--- src/rtl/rset_pkg.sv ---
// Package with the shared constants, codes and payload types of the raster scan tracker.
`default_nettype none
package rset_pkg;

  localparam int unsigned PAN_MOVES_PER_ROW_DEF = 10;
  localparam int unsigned ROW_COUNT_DEF         = 6;

  localparam int unsigned STEP_W  = 6;
  localparam int unsigned ANGLE_W = 8;
  localparam int unsigned LEVEL_W = 16;
  localparam int unsigned CFG_W   = 8;

  localparam logic [STEP_W-1:0]  STEP_RESET  = STEP_W'(18);
  localparam logic [ANGLE_W-1:0] LIMIT_RESET = ANGLE_W'(180);
  localparam logic [LEVEL_W-1:0] LEVEL_MAX   = '1;

  typedef enum logic [1:0] {
    OP_START  = 2'd0,
    OP_TICK   = 2'd1,
    OP_SAMPLE = 2'd2,
    OP_CANCEL = 2'd3
  } op_t;

  typedef enum logic {
    REG_STEP  = 1'b0,
    REG_LIMIT = 1'b1
  } cfg_reg_t;

  typedef struct packed {
    logic [1:0]         operation;
    logic [LEVEL_W-1:0] light_level;
  } in_item_t;

  typedef struct packed {
    logic [1:0]         scan_state;
    logic [ANGLE_W-1:0] pan_angle;
    logic [ANGLE_W-1:0] tilt_angle;
    logic [LEVEL_W-1:0] min_level;
    logic [ANGLE_W-1:0] min_pan;
    logic [ANGLE_W-1:0] min_tilt;
    logic [LEVEL_W-1:0] max_level;
    logic [ANGLE_W-1:0] max_pan;
    logic [ANGLE_W-1:0] max_tilt;
  } out_item_t;

endpackage
`default_nettype wire

--- src/rtl/rset_if.sv ---
// Valid/ready channel interfaces for the input items and the result items.
`default_nettype none
interface rset_in_if
  import rset_pkg::*;
  ();
  logic     valid;
  logic     ready;
  in_item_t data;
  modport source (output valid, output data, input ready);
  modport sink (input valid, input data, output ready);
endinterface

interface rset_out_if
  import rset_pkg::*;
  ();
  logic      valid;
  logic      ready;
  out_item_t data;
  modport source (output valid, output data, input ready);
  modport sink (input valid, input data, output ready);
endinterface
`default_nettype wire

--- src/rtl/raster_scan_extremum_tracker.sv ---
// Serpentine pan/tilt scan sequencer with running light minimum and maximum tracking.
//
// Usage: operations arrive on in_ch (start, tick, sample, cancel) with a light level
// that only a sample uses. Every transfer on in_ch yields exactly one transfer on
// out_ch that shows the scan state, the servo angles and both extremes after the
// operation. The state update happens at the input transfer and the result is held
// in an output register that shows it on out_ch in the next cycle. One item is taken every cycle
// (in_ch.ready stays high while the output register is empty or being drained);
// the single update stage, a move counter plus clamped step paths for the angles and
// two level compares, sets that figure. When out_ch.ready is low with a result
// pending, in_ch.ready drops and the pending result is held. The cfg_ port writes
// the step size (index 0) and the angle limit (index 1) at any edge with cfg_we high.
// Reset, synchronous on rst_n low, gives idle state, zero angles, minimum 65535,
// maximum 0, step size 18 and angle limit 180, with no result pending.
`default_nettype none
module raster_scan_extremum_tracker
  import rset_pkg::*;
#(
  parameter int unsigned PAN_MOVES_PER_ROW = PAN_MOVES_PER_ROW_DEF,
  parameter int unsigned ROW_COUNT         = ROW_COUNT_DEF
) (
  input  wire logic             clk,
  input  wire logic             rst_n,
  rset_in_if.sink               in_ch,
  rset_out_if.source            out_ch,
  input  wire logic             cfg_we,
  input  wire logic             cfg_index,
  input  wire logic [CFG_W-1:0] cfg_wdata
);

  localparam int unsigned COL_W = $clog2(PAN_MOVES_PER_ROW + 1);
  localparam int unsigned ROW_W = $clog2(ROW_COUNT + 1);
  localparam logic [COL_W-1:0] COL_TILT = COL_W'(PAN_MOVES_PER_ROW);
  localparam logic [COL_W-1:0] COL_LAST = COL_W'(PAN_MOVES_PER_ROW - 1);
  localparam logic [ROW_W-1:0] ROW_LAST = ROW_W'(ROW_COUNT - 1);

  typedef enum logic [1:0] {
    MODE_IDLE      = 2'd0,
    MODE_BUSY      = 2'd1,
    MODE_DONE      = 2'd2,
    MODE_CANCELLED = 2'd3
  } mode_t;

  logic [STEP_W-1:0]  step_r;
  logic [ANGLE_W-1:0] limit_r;

  mode_t              mode_r, mode_nxt;
  logic [COL_W-1:0]   col_r, col_nxt;
  logic [ROW_W-1:0]   row_r, row_nxt;
  logic [ANGLE_W-1:0] pan_r, pan_nxt;
  logic [ANGLE_W-1:0] tilt_r, tilt_nxt;
  logic [LEVEL_W-1:0] lo_lvl_r, lo_lvl_nxt;
  logic [ANGLE_W-1:0] lo_pan_r, lo_pan_nxt;
  logic [ANGLE_W-1:0] lo_tilt_r, lo_tilt_nxt;
  logic [LEVEL_W-1:0] hi_lvl_r, hi_lvl_nxt;
  logic [ANGLE_W-1:0] hi_pan_r, hi_pan_nxt;
  logic [ANGLE_W-1:0] hi_tilt_r, hi_tilt_nxt;

  logic               out_valid_r;
  out_item_t          out_data_r, out_data_nxt;

  logic               in_acc;
  op_t                op;
  logic               move_en;
  logic [COL_W-1:0]   mv_col;
  logic [ROW_W-1:0]   mv_row;
  logic               is_tilt;
  logic [ANGLE_W:0]   pan_up_sum, tilt_up_sum;
  logic [ANGLE_W-1:0] pan_up, tilt_up, pan_dn, pan_dn_raw;

  assign in_ch.ready  = !out_valid_r || out_ch.ready;
  assign in_acc       = in_ch.valid && in_ch.ready;
  assign op           = op_t'(in_ch.data.operation);
  assign out_ch.valid = out_valid_r;
  assign out_ch.data  = out_data_r;

  // A start restarts the move sequence from the first move of the first row.
  assign mv_col  = (op == OP_START) ? '0 : col_r;
  assign mv_row  = (op == OP_START) ? '0 : row_r;
  assign is_tilt = (mv_col == COL_TILT);
  assign move_en = (op == OP_START) || ((op == OP_TICK) && (mode_r == MODE_BUSY));

  assign pan_up_sum  = {1'b0, pan_r} + {{(ANGLE_W + 1 - STEP_W){1'b0}}, step_r};
  assign tilt_up_sum = {1'b0, tilt_r} + {{(ANGLE_W + 1 - STEP_W){1'b0}}, step_r};
  assign pan_up  = (pan_up_sum > {1'b0, limit_r}) ? limit_r : pan_up_sum[ANGLE_W-1:0];
  assign tilt_up = (tilt_up_sum > {1'b0, limit_r}) ? limit_r : tilt_up_sum[ANGLE_W-1:0];
  assign pan_dn_raw = (pan_r < ANGLE_W'(step_r)) ? '0 : pan_r - ANGLE_W'(step_r);
  assign pan_dn     = (pan_dn_raw > limit_r) ? limit_r : pan_dn_raw;

  always_comb begin
    mode_nxt    = mode_r;
    col_nxt     = col_r;
    row_nxt     = row_r;
    pan_nxt     = pan_r;
    tilt_nxt    = tilt_r;
    lo_lvl_nxt  = lo_lvl_r;
    lo_pan_nxt  = lo_pan_r;
    lo_tilt_nxt = lo_tilt_r;
    hi_lvl_nxt  = hi_lvl_r;
    hi_pan_nxt  = hi_pan_r;
    hi_tilt_nxt = hi_tilt_r;

    case (op)
      OP_START: begin
        lo_lvl_nxt  = LEVEL_MAX;
        lo_pan_nxt  = '0;
        lo_tilt_nxt = '0;
        hi_lvl_nxt  = '0;
        hi_pan_nxt  = '0;
        hi_tilt_nxt = '0;
        mode_nxt    = MODE_BUSY;
      end
      OP_SAMPLE: begin
        if (in_ch.data.light_level < lo_lvl_r) begin
          lo_lvl_nxt  = in_ch.data.light_level;
          lo_pan_nxt  = pan_r;
          lo_tilt_nxt = tilt_r;
        end
        if (in_ch.data.light_level > hi_lvl_r) begin
          hi_lvl_nxt  = in_ch.data.light_level;
          hi_pan_nxt  = pan_r;
          hi_tilt_nxt = tilt_r;
        end
      end
      OP_CANCEL: begin
        mode_nxt = MODE_CANCELLED;
        col_nxt  = '0;
        row_nxt  = '0;
      end
      default: begin
      end
    endcase

    if (move_en) begin
      if (is_tilt) begin
        tilt_nxt = tilt_up;
      end else if (!mv_row[0]) begin
        pan_nxt = pan_up;
      end else begin
        pan_nxt = pan_dn;
      end
      if ((mv_row == ROW_LAST) && (mv_col == COL_LAST)) begin
        mode_nxt = MODE_DONE;
        col_nxt  = '0;
        row_nxt  = '0;
      end else if (is_tilt) begin
        col_nxt = '0;
        row_nxt = mv_row + ROW_W'(1);
      end else begin
        col_nxt = mv_col + COL_W'(1);
        row_nxt = mv_row;
      end
    end

    out_data_nxt.scan_state = mode_nxt;
    out_data_nxt.pan_angle  = pan_nxt;
    out_data_nxt.tilt_angle = tilt_nxt;
    out_data_nxt.min_level  = lo_lvl_nxt;
    out_data_nxt.min_pan    = lo_pan_nxt;
    out_data_nxt.min_tilt   = lo_tilt_nxt;
    out_data_nxt.max_level  = hi_lvl_nxt;
    out_data_nxt.max_pan    = hi_pan_nxt;
    out_data_nxt.max_tilt   = hi_tilt_nxt;
  end

  always_ff @(posedge clk) begin
    if (!rst_n) begin
      step_r      <= STEP_RESET;
      limit_r     <= LIMIT_RESET;
      mode_r      <= MODE_IDLE;
      col_r       <= '0;
      row_r       <= '0;
      pan_r       <= '0;
      tilt_r      <= '0;
      lo_lvl_r    <= LEVEL_MAX;
      lo_pan_r    <= '0;
      lo_tilt_r   <= '0;
      hi_lvl_r    <= '0;
      hi_pan_r    <= '0;
      hi_tilt_r   <= '0;
      out_valid_r <= 1'b0;
    end else begin
      if (cfg_we) begin
        unique case (cfg_reg_t'(cfg_index))
          REG_STEP:  step_r  <= cfg_wdata[STEP_W-1:0];
          REG_LIMIT: limit_r <= cfg_wdata[ANGLE_W-1:0];
          default: begin
          end
        endcase
      end
      if (in_acc) begin
        mode_r      <= mode_nxt;
        col_r       <= col_nxt;
        row_r       <= row_nxt;
        pan_r       <= pan_nxt;
        tilt_r      <= tilt_nxt;
        lo_lvl_r    <= lo_lvl_nxt;
        lo_pan_r    <= lo_pan_nxt;
        lo_tilt_r   <= lo_tilt_nxt;
        hi_lvl_r    <= hi_lvl_nxt;
        hi_pan_r    <= hi_pan_nxt;
        hi_tilt_r   <= hi_tilt_nxt;
        out_valid_r <= 1'b1;
      end else if (out_ch.ready) begin
        out_valid_r <= 1'b0;
      end
    end
  end

  always_ff @(posedge clk) begin
    if (in_acc) begin
      out_data_r <= out_data_nxt;
    end
  end

  a_acc_gives_result: assert property (@(posedge clk) disable iff (!rst_n)
    in_acc |=> out_valid_r)
    else $error("accepted item produced no result");

  a_counter_idle: assert property (@(posedge clk) disable iff (!rst_n)
    (mode_r != MODE_BUSY) |-> (col_r == '0) && (row_r == '0))
    else $error("move counter not cleared outside a scan");

  a_counter_range: assert property (@(posedge clk) disable iff (!rst_n)
    (col_r <= COL_TILT) && (row_r <= ROW_LAST))
    else $error("move counter out of range");

  a_start_busy: assert property (@(posedge clk) disable iff (!rst_n)
    (in_acc && (op == OP_START)) |=>
      (out_data_r.scan_state == MODE_BUSY) || (out_data_r.scan_state == MODE_DONE))
    else $error("start did not enter a scan");

  a_result_matches_state: assert property (@(posedge clk) disable iff (!rst_n)
    $past(in_acc) |-> (out_data_r.pan_angle == pan_r) && (out_data_r.min_level == lo_lvl_r))
    else $error("result register disagrees with tracker state");

endmodule
`default_nettype wire

--- src/flat_wrapper.sv ---
// flat-port wrapper written by rule: the top's interface ports become plain ports
module raster_scan_extremum_tracker_flat import rset_pkg::*;
#(
  parameter int unsigned PAN_MOVES_PER_ROW = PAN_MOVES_PER_ROW_DEF,
  parameter int unsigned ROW_COUNT         = ROW_COUNT_DEF
)
  (clk, rst_n, cfg_we, cfg_index, cfg_wdata, in_ch_valid, in_ch_data, in_ch_ready, out_ch_valid, out_ch_data, out_ch_ready);
  rset_in_if in_ch_i ();
  rset_out_if out_ch_i ();
  input  wire logic clk;
  input  wire logic rst_n;
  input  wire logic cfg_we;
  input  wire logic cfg_index;
  input  wire logic [CFG_W-1:0] cfg_wdata;
  input wire logic [$bits(in_ch_i.valid)-1:0] in_ch_valid;
  input wire logic [$bits(in_ch_i.data)-1:0] in_ch_data;
  output wire logic [$bits(in_ch_i.ready)-1:0] in_ch_ready;
  output wire logic [$bits(out_ch_i.valid)-1:0] out_ch_valid;
  output wire logic [$bits(out_ch_i.data)-1:0] out_ch_data;
  input wire logic [$bits(out_ch_i.ready)-1:0] out_ch_ready;
  assign in_ch_i.valid = in_ch_valid;
  assign in_ch_i.data = in_ch_data;
  assign in_ch_ready = in_ch_i.ready;
  assign out_ch_valid = out_ch_i.valid;
  assign out_ch_data = out_ch_i.data;
  assign out_ch_i.ready = out_ch_ready;
  raster_scan_extremum_tracker #(.PAN_MOVES_PER_ROW(PAN_MOVES_PER_ROW), .ROW_COUNT(ROW_COUNT)) u_core (.clk(clk), .rst_n(rst_n), .in_ch(in_ch_i), .out_ch(out_ch_i), .cfg_we(cfg_we), .cfg_index(cfg_index), .cfg_wdata(cfg_wdata));
endmodule
--- config.mk ---
export PLATFORM = sky130hd
export DESIGN_NAME = raster_scan_extremum_tracker_flat
export DESIGN_NICKNAME = d
export VERILOG_FILES = /design/src/rtl/rset_pkg.sv /design/src/rtl/rset_if.sv /design/src/rtl/raster_scan_extremum_tracker.sv /design/src/flat_wrapper.sv
export SDC_FILE = /design/constraint.sdc
export NUM_CORES = 1
export LEC_CHECK = 0
export ABC_AREA = 1
export BUFFER_PORTS_ARGS = -buffer_cell sky130_fd_sc_hd__buf_2
export CORE_ASPECT_RATIO = 0.9
export CORE_MARGIN = 5
export CORE_UTILIZATION = 55
export CTS_CLUSTER_DIAMETER = 30
export DETAILED_ROUTE_END_ITERATION = 10
export PLACE_DENSITY_LB_ADDON = 0.15
export SYNTH_ARGS = -nofsm -noshare
export SYNTH_HDL_FRONTEND = slang
export SYNTH_SLANG_ARGS = --single-unit
--- constraint.sdc ---
create_clock -name clk -period 5.4 [get_ports clk]
set_clock_uncertainty 0.2 [all_clocks]
set_input_delay 0.81 -clock clk [delete_from_list [all_inputs] [get_ports clk]]
set_output_delay 0.81 -clock clk [all_outputs]
set_load 0.1 [all_outputs]
==> impl_metrics.tcl, run 1 <==
set metrics [dict create \
    status "finished, final reports clean" \
    synth-xor-area-share_pct 1.02 \
    synth_seq_cells 186 \
    post_cts_resized 0 \
    synthAdderAreaFrac_pct 9.37 \
    die_y_um 145 \
    portBuffers 115 \
    power.leakage_nw 6.46 \
    grt_pass1_vias 8797 \
    synth.most_common_cell "nand2_1" \
    async_flop_share_pct 0 \
    cts_max_level 4 \
    synth_top_flop_cell "dfxtp_1" \
    yosys.area_share.simple_pct 25.8 \
    arrival_ps 3700 \
    start_kind "register" \
    antenna_found_initial 0 \
    crit_type "register to register" \
    num-fill-cells 1790 \
    wl_per_cell_um 15.6 \
    dp_hpwl_um 19900 \
    place_area_um2 11800 \
    vias 10000 \
    row_count 49 \
    whs_ps 273 \
    tightest_slew_ps 1130 \
    ys_types 48 \
    rsz0062_at_grt "no" \
    clkLatencyLatePin_ps 430 \
    ctsHoldBuffers 0 \
    setup_viol 0 \
    combPwrFrac_pct 30.8 \
    multi_input_area_um2 5490 \
    synth_mux_area_share_pct 0 \
    p_switching_mw 1.59 \
    root_buffer "clkbuf_16" \
    cp_max_fo 9 \
    fin_nets 1694 \
    slew_violations 0 \
    die-area_um2 23300 \
    yosysTopAreaCellShare_pct 22.0 \
    seq_area_frac_synth_pct 40.6 \
    viasPerCell 5.43 \
    synth_top_family_by_area "simple AND/OR/NAND/NOR gates" \
    area_growth_syn_to_layout_pct 10.7 \
    netlist_instances 1501 \
    ir_drop_v 0.000294 \
    synth_top_cell_by_area "edfxtp_1" \
    ys_top_cells_by_count "nand2_1 (452), inv_1 (211), a21oi_1 (155)" \
    cts_setup_buffers 0 \
    clockBufferDepth 2 \
    diodes 0 \
    cts_tree "yes" \
    powerDensity_nw_per_um2 335 \
    p_int_mw 2.56 \
    layout-drive-gt1-share_pct 12.6 \
    clkSinkCount 186 \
    relSlewSlack_pct 24.9 \
    pwr-share-clk_pct 28.9 \
    place_congestion 0.984 \
    cp.required_ps 5390 \
    synth_area_um2 11200 \
    ant_nets 0 \
    cp-end-kind "register" \
    synth_compound_area_share_pct 12.8 \
    hold_path_class "register to register" \
    synth_nets 1615 \
    routed_wl_um 28800 \
    numCtsBuffers 17 \
    core_um2 20000 \
    stdcell_area_um2 12400 \
    synth_area_leaders "edfxtp_1 (22%), dfxtp_1 (19%), nand2_1 (15%)" \
    start_util_pct 56.0 \
    die_w_um 160 \
    synth_edf_count 82 \
    regArea_um2 4540 \
    max_freq_mhz 269 \
    yosys_warnings 0 \
    clkTransAtPathRegs_ps 70 \
    total_power_mw 4.15 \
    setup_tns_ps 0 \
    drtIter0Drc 970 \
    drc 0 \
    fin_crit_sh_pct 68.7 \
    cap_violations 0 \
    grt_max_degree 119 \
    pre_cts_ws_ps 1460 \
    power.share.sequential_pct 40.2 \
    timing.final.ws_setup_ps 1690 \
    dr.pass1.iters 6 \
    grt_pass1_wl_um 46300 \
    hold_viol 0 \
    grt_usage_pct 24.2 \
    swShare_pct 38.3 \
    post_synth.cell_area_avg_um2 7.46 \
    io_pins 116 \
    gr-total-overflow 0 \
    post-route-min-period_ps 3710 \
]
flip-flops by register name (all words and copies together) (netlist names):
name and count:
u_core.lo_pan_r 8, u_core.limit_r 8, u_core.row_r 3, u_core.lo_lvl_r 16
u_core.step_r 6, u_core.mode_r 2, u_core.lo_tilt_r 8, u_core.pan_r 8
u_core.hi_tilt_r 8, u_core.tilt_r 8, u_core.out_ch.data 82, u_core.hi_lvl_r 16
u_core.hi_pan_r 8, u_core.out_ch.valid 1, u_core.col_r 4
metal layers:
| layer | up-vias | global-route usage [%] | wire length, um |
|---|---|---|---|
| met4 | 0 | 6.32 | 497 |
| li1 | 5038 | - | - |
| met5 | - | 0 | 0 |
| met2 | 396 | 34.1 | 11900 |
| met3 | 45 | 4.88 | 2240 |
| met1 | 4559 | 37.8 | 14100 |
layout make-up:
class | instances | share of cell area, %
clock buffers | 20 | 3.69
clock inverters | 12 | 0.798
inverters | 219 | 6.75
flip-flops and latches | 186 | 36.7
well taps | 255 | 2.57
multi-input cells | 1032 | 44.3
repair buffers | 124 | 5.19
critical path: stages (launching register included):
cell	delay, ps
dfxtp_1	460
inv_1	100
ha_1	390
inv_2	130
o21ai_0	80
nor2_1	190
nand4_2	190
nand3_1	190
inv_1	70
ha_1	290
a21oi_1	140
nor2_1	50
nor2_1	110
nand3_2	170
nand2_1	250
nand2_1	90
nand3_1	80
nand2_1	60
inv_1	50
nand2_1	50
nand2_1	80
inv_1	40
power by group through the flow:
stage                     Clock [mW]  Sequential [mW]  Combinational, mW
after floorplan                    0             2.07              0.639
after global placement             0             1.70               1.25
after detailed placement           0             1.70               1.26
after CTS                       1.22             1.67               1.27
after global routing            1.29             1.68               1.40
final                           1.20             1.67               1.28
metrics by stage:
step,std cells,utilization [%]
after global routing,1848,62.0
final,1848,62.0
after CTS,1848,62.0
after floorplan,1501,-
after detailed placement,1816,59.2
after global placement,1816,59.2
placed cells by master, fill, tap and decap left out, types with 2 or more instances in the layout:
cell and instances:
nand3b_1 6, nand3_2 4, nor2_1 54, inv_6 2, o211ai_1 7, o21ai_1 40, nand3_1 122, dfxtp_1 104
nand2_4 5, xnor2_1 5, clkinv_4 2, nand4_2 2, nand2_2 6, nor2_2 2, nand4_1 7, inv_2 5
buf_2 115, clkbuf_8 2, o211ai_2 7, clkbuf_16 17, clkinv_2 7, nand2_1 451, fa_1 3, buf_4 9
a22oi_1 2, nor2_8 2, inv_1 210, a21oi_1 155, ha_1 78, xor2_1 8, o21ai_0 52, edfxtp_1 82
kinds of logic (layout without fill, tap and decap cells):
| kind of cell | count (synthesis) | count (layout) |
|---|---|---|
| simple gates | 669 | 669 |
| buf+inv | 283 | 375 |
| compound gates | 268 | 268 |
| flops | 186 | 186 |
| fa+ha+maj | 82 | 82 |
| xor+xnor | 13 | 13 |
worst paths after layout:
check	endpoint	slack, ps	cells past startpoint	start
max	u_core.out_ch.data[75]	1690	21	u_core.step_r[5]
min	u_core.row_r[1]	270	2	u_core.row_r[1]
max reg2reg	u_core.out_ch.data[75]	1690	21	u_core.step_r[5]
min reg2reg	u_core.row_r[1]	270	2	u_core.row_r[1]
Power figures use the tool's default switching activity.
==> inputs of run 2 (changes only) <==
- clock period: 5.4 -> 3.45 ns (I/O delays scaled with it)
==> run 2 against run 1 <==
Effect of this change: clock-buffer cell count is 2 lower; setup slack got worse by 1600 ps; sequential cell count unchanged; sequential share of layout area fell by 1.9 points; via count up 1.1%; hold slack got worse by 150 ps; core utilization is 3.6 points higher; non-clock buffer count rose by 32; routed wire length rose by 4.7%; die area unchanged; clock power is 73% higher; largest cell class unchanged; largest power group unchanged.
==> impl_metrics.tcl, run 2 (synthesis results as in run 1) <==
set metrics [dict create \
    status "finished, final reports clean" \
    fin_nets 1727 \
    post-route-min-period_ps 3350 \
    arrival_ps 3340 \
    drc 0 \
    cp_max_fo 8 \
    stdcell_area_um2 13100 \
    routed_wl_um 30100 \
    reg2reg_setup_slack_ps 100 \
    slew_violations 0 \
    tightest_slew_ps 981 \
    place_congestion 0.924 \
    hold_path_class "primary input to register" \
    grt-busiest-layer "met2" \
    die_w_um 160 \
    numCtsBuffers 17 \
    hold_depth 3 \
    whs_ps 124 \
    layout_common_cells "nand2_1 (439), inv_1 (204), a21oi_1 (147)" \
    grt_pass1_vias 9281 \
    root_buffer "clkbuf_16" \
    r2r-end "u_core.out_ch.data[77]" \
    ir_drop_v 0.000410 \
    cp.required_ps 3440 \
    power.leakage_nw 6.70 \
    crit_buf_inv 4 \
    setup_viol 0 \
    hold_viol 0 \
    relSlewSlack_pct 34.5 \
    path_delay_family "simple AND/OR/NAND/NOR gates" \
    grt_usage_pct 25.3 \
    min_to "u_core.limit_r[5]" \
    slowest_stage "dfxtp_4" \
    clkTransAtPathRegs_ps 80 \
    hold_start "cfg_wdata[5]" \
    rsz0062_at_grt "yes" \
    portBuffers 115 \
    start_util_pct 56.0 \
    wl_per_cell_um 16.0 \
    cp_slowest_stage_delay_ps 390 \
    utilization_pct 65.6 \
    die-area_um2 23300 \
    dr.pass1.iters 5 \
    cts_max_level 4 \
    cp-end-kind "register" \
    dp_hpwl_um 21100 \
    crit_chain "inv_1, ha_1, nand2_2, o21ai_4, buf_4, nand2_1, nand3_1, nand2_1, nand3_4, inv_2, ha_1, a21oi_1, nor2_1, nor2_2, nand3_4, nand2_4, nand2_1, a21oi_1, nand2_1, nand2_1, inv_1" \
    cap_violations 0 \
    max_freq_mhz 299 \
    diodes 0 \
    place_inst 1841 \
    met2_usage_pct 38.0 \
    powerDensity_nw_per_um2 526 \
    start_kind "register" \
    vias 10200 \
    clkLatencyLatePin_ps 440 \
    largest_reg_flops 82 \
    cts_tree "yes" \
    use_met3_pct 5.02 \
    layout-drive-gt1-share_pct 18.1 \
    antenna_found_initial 1 \
    row_count 49 \
    place_area_um2 12100 \
    area_growth_syn_to_layout_pct 17.1 \
    grt_max_degree 67 \
    viasPerCell 5.40 \
    layout_commonest_cell "nand2_1" \
    crit_type "register to register" \
    clkSinkCount 186 \
    io_pins 116 \
    grt_pass1_wl_um 48100 \
    crit_path_frequent_cell "nand2_1" \
    use_met1_pct 37.7 \
    die_y_um 145 \
    drtIter0Drc 1067 \
    gr-total-overflow 0 \
    fin_crit_sh_pct 97.0 \
    final_cells 1881 \
    core_um2 20000 \
    clockBufferDepth 2 \
    reg2reg_from "u_core.step_r[1]" \
    ant_nets 0 \
    rr_worst_depth 21 \
]
==> run 2: worst min-delay path: cells and delay by family <==
family / cells / cell delay (ps)
buffers and inverters: 1 / 90
AOI/OAI and AO/OA: 1 / 70
and+or+nand+nor: 1 / 50
==> run 2: how the worst max path moves through the flow <==
stage / from / to / slack (ps) / cells past startpoint
after floorplan: u_core.out_ch.valid / u_core.out_ch.data[0] / 170 / 5
after global placement: u_core.pan_r[1] / u_core.pan_r[3] / -150 / 19
after detailed placement: u_core.pan_r[1] / u_core.pan_r[3] / -210 / 19
after CTS: u_core.pan_r[0] / u_core.pan_r[3] / 9 / 21
after global routing: u_core.pan_r[0] / u_core.out_ch.data[75] / -30 / 21
final: u_core.step_r[1] / u_core.out_ch.data[77] / 100 / 21
==> run 2: stage by stage <==
| stage | setup WS [ps] | setup TNS [ps] | total power, mW |
|---|---|---|---|
| 2_1_floorplan | 167 | 0 | 4.24 |
| 3_3_place_gp | -154 | -623 | 4.66 |
| 3_5_place_dp | -207 | -1210 | 4.69 |
| 4_1_cts | 9.20 | 0 | 6.76 |
| 5_1_grt | -32.0 | -123 | 7.23 |
| 6_report | 104 | 0 | 6.89 |
==> run 2: where the power goes <==
| group | internal (mW) | switching (mW) | total, mW |
|---|---|---|---|
| sequential | 2.50 | 0.0975 | 2.60 |
| combinational | 0.593 | 1.62 | 2.22 |
| clock | 1.16 | 0.916 | 2.08 |
| total | 4.26 | 2.64 | 6.89 |
==> run 2: repair_timing <==
item                                    in CTS  in global routing
endpoints found under the setup margin      14                 32
pin swaps                                    2                 28
setup buffers                                0                  7
gates cloned                                 0                  1
gates resized for setup                     11                 76
hold buffers                                 0                  0
==> run 2: layer usage <==
| metal | wire (um) | up-vias |
|---|---|---|
| met5 | 13 | - |
| met4 | 504 | 2 |
| met3 | 2140 | 44 |
| met2 | 13100 | 360 |
| met1 | 14400 | 4633 |
| li1 | - | 5111 |
==> run 2: cell type report <==
type	count	area (um2)
Sequential cell	186	4560
Multi-Input combinational cell	1033	5820
Timing Repair Buffer	156	950
Tap cell	255	319
Inverter	219	837
Clock buffer	18	429
Clock inverter	14	185
Fill cell	1732	6880
==> inputs of run 3 (changes only) <==
- MAX_ROUTING_LAYER: default -> met4
==> run 3 against run 2 <==
Effect of this change: sequential power about the same; hold slack got worse by 0.54 ps; via count fell by 0.94%; fmax is 1.4% higher; die area did not move.
==> impl_metrics.tcl, run 3 (synthesis results as in run 1) <==
set metrics [dict create \
    start_kind "register" \
    rsz0062_at_grt "yes" \
    slew_violations 0 \
    viasPerCell 5.34 \
    crit_type "register to register" \
    pwr-share-clk_pct 29.6 \
    hold_path_class "primary input to register" \
    status "finished, final reports clean" \
    whs_ps 124 \
    row_count 49 \
    grt_pass1_wl_um 47600 \
    crit_chain "ha_2, fa_2, nand3_1, nand2_1, nand2_1, nand2_1, a21oi_2, nand2_1, nand2_1, inv_1, ha_1, nand2_1, nor2_2, nand4_1, nand2_4, nand2_8, o211ai_2, nand2_1" \
    crit_buf_inv 1 \
    cp_slowest_stage_delay_ps 390 \
    clkLatencyLatePin_ps 450 \
    dr.pass1.iters 5 \
    numCtsBuffers 17 \
    power.share.sequential_pct 38.5 \
    ant_nets 0 \
    combPwrFrac_pct 31.9 \
    gr-total-overflow 0 \
    cts_tree "yes" \
    clkSinkCount 186 \
    largest_reg_flops 82 \
    tightest_slew_ps 994 \
    portBuffers 115 \
    max_freq_mhz 303 \
    drc 0 \
    fin_crit_sh_pct 95.7 \
    root_buffer "clkbuf_16" \
    place_congestion 0.936 \
    dp_hpwl_um 20800 \
    place_inst 1845 \
    layout-drive-gt1-share_pct 17.1 \
    area_growth_syn_to_layout_pct 15.7 \
    cp.required_ps 3450 \
    power.leakage_nw 6.67 \
    cp-end-kind "register" \
    crit_path_frequent_cell "nand2_1" \
    relSlewSlack_pct 33.7 \
    powerDensity_nw_per_um2 522 \
    layout_commonest_cell "nand2_1" \
    grt_pass1_vias 9163 \
    core_um2 20000 \
    p_int_mw 4.07 \
    pre_cts_ws_ps -55.8 \
    diodes 0 \
    antenna_found_initial 0 \
    drtIter0Drc 744 \
    routed_wl_um 29700 \
    final_cells 1882 \
    cp_max_fo 7 \
    slowest_stage "fa_2" \
    fin_nets 1728 \
    io_pins 116 \
    cts_max_level 4 \
    layout_common_cells "nand2_1 (446), inv_1 (207), a21oi_1 (149)" \
    grt_usage_pct 25.8 \
    p_switching_mw 2.68 \
    timing.final.ws_setup_ps 149 \
    cap_violations 0 \
    ir_drop_v 0.000312 \
    clkTransAtPathRegs_ps 80 \
    vias 10100 \
    die-area_um2 23300 \
    path_delay_family "simple AND/OR/NAND/NOR gates" \
    setup_viol 0 \
    arrival_ps 3300 \
    post-route-min-period_ps 3300 \
    die_y_um 145 \
    hold_viol 0 \
    die_w_um 160 \
    utilization_pct 64.8 \
    start_util_pct 56.0 \
    wl_per_cell_um 15.8 \
    clockBufferDepth 2 \
    swShare_pct 39.7 \
    grt_max_degree 93 \
]
-- run 3: cell types whose count changed in the layout (fill, tap and decap cells not counted), moves of 4 or more --
| cell | previous run | this run |
|---|---|---|
| buf_4 | 35 | 39 |
| inv_8 | 2 | 6 |
| nand2_1 | 439 | 446 |
| nand2_2 | 15 | 8 |
-- run 3: worst paths after layout --
check	start	to	slack [ps]	depth (start not counted)
min	cfg_wdata[4]	u_core.limit_r[4]	120	3
max reg2reg	u_core.step_r[0]	u_core.out_ch.data[64]	150	18
max	u_core.step_r[0]	u_core.out_ch.data[64]	150	18
min reg2reg	u_core.row_r[1]	u_core.row_r[1]	270	2
-- run 3: layout make-up --
class / count / area, um2
fill: 1761 / 7040
multi-input combinational: 1033 / 5700
sequential: 186 / 4560
timing repair buffer: 157 / 920
inverter: 219 / 837
clock buffer: 18 / 439
tap: 255 / 319
clock inverter: 14 / 165
-- run 3: worst min-delay path, stage by stage --
cell and delay [ps]:
buf_2 90, nand2_1 50, o211ai_1 70
-- run 3: metal layers --
layer | global-route usage (%) | vias to the layer above | wire length, um
met2 | 36.6 | 307 | 12800
li1 | - | 5104 | -
met5 | - | - | 0
met1 | 38.3 | 4607 | 14700
met4 | 6.45 | 0 | 497
met3 | 4.48 | 37 | 1820
-- run 3: power by group through the flow --
stage | clock network [mW] | registers, mW | logic [mW]
final | 2.00 | 2.60 | 2.16
after global routing | 2.14 | 2.62 | 2.36
after global placement | 0 | 2.64 | 2.03
after detailed placement | 0 | 2.64 | 2.04
after floorplan | 0 | 3.24 | 1.00
after CTS | 2.04 | 2.60 | 2.06
-- run 3: what timing repair did --
action	CTS	global route
setup buffers	0	4
hold buffers	0	0
endpoints found under the setup margin	9	32
resized for setup	5	54
gates cloned	0	1
pin swaps	0	14
-- run 3: stage by stage --
step	TNS [ps]	instance area, um2	total power [mW]
5_1_grt	-103	12900	7.11
4_1_cts	0	12700	6.70
6_report	0	12900	6.76
2_1_floorplan	0	11200	4.24
3_3_place_gp	-401	12100	4.67
3_5_place_dp	-324	12100	4.69
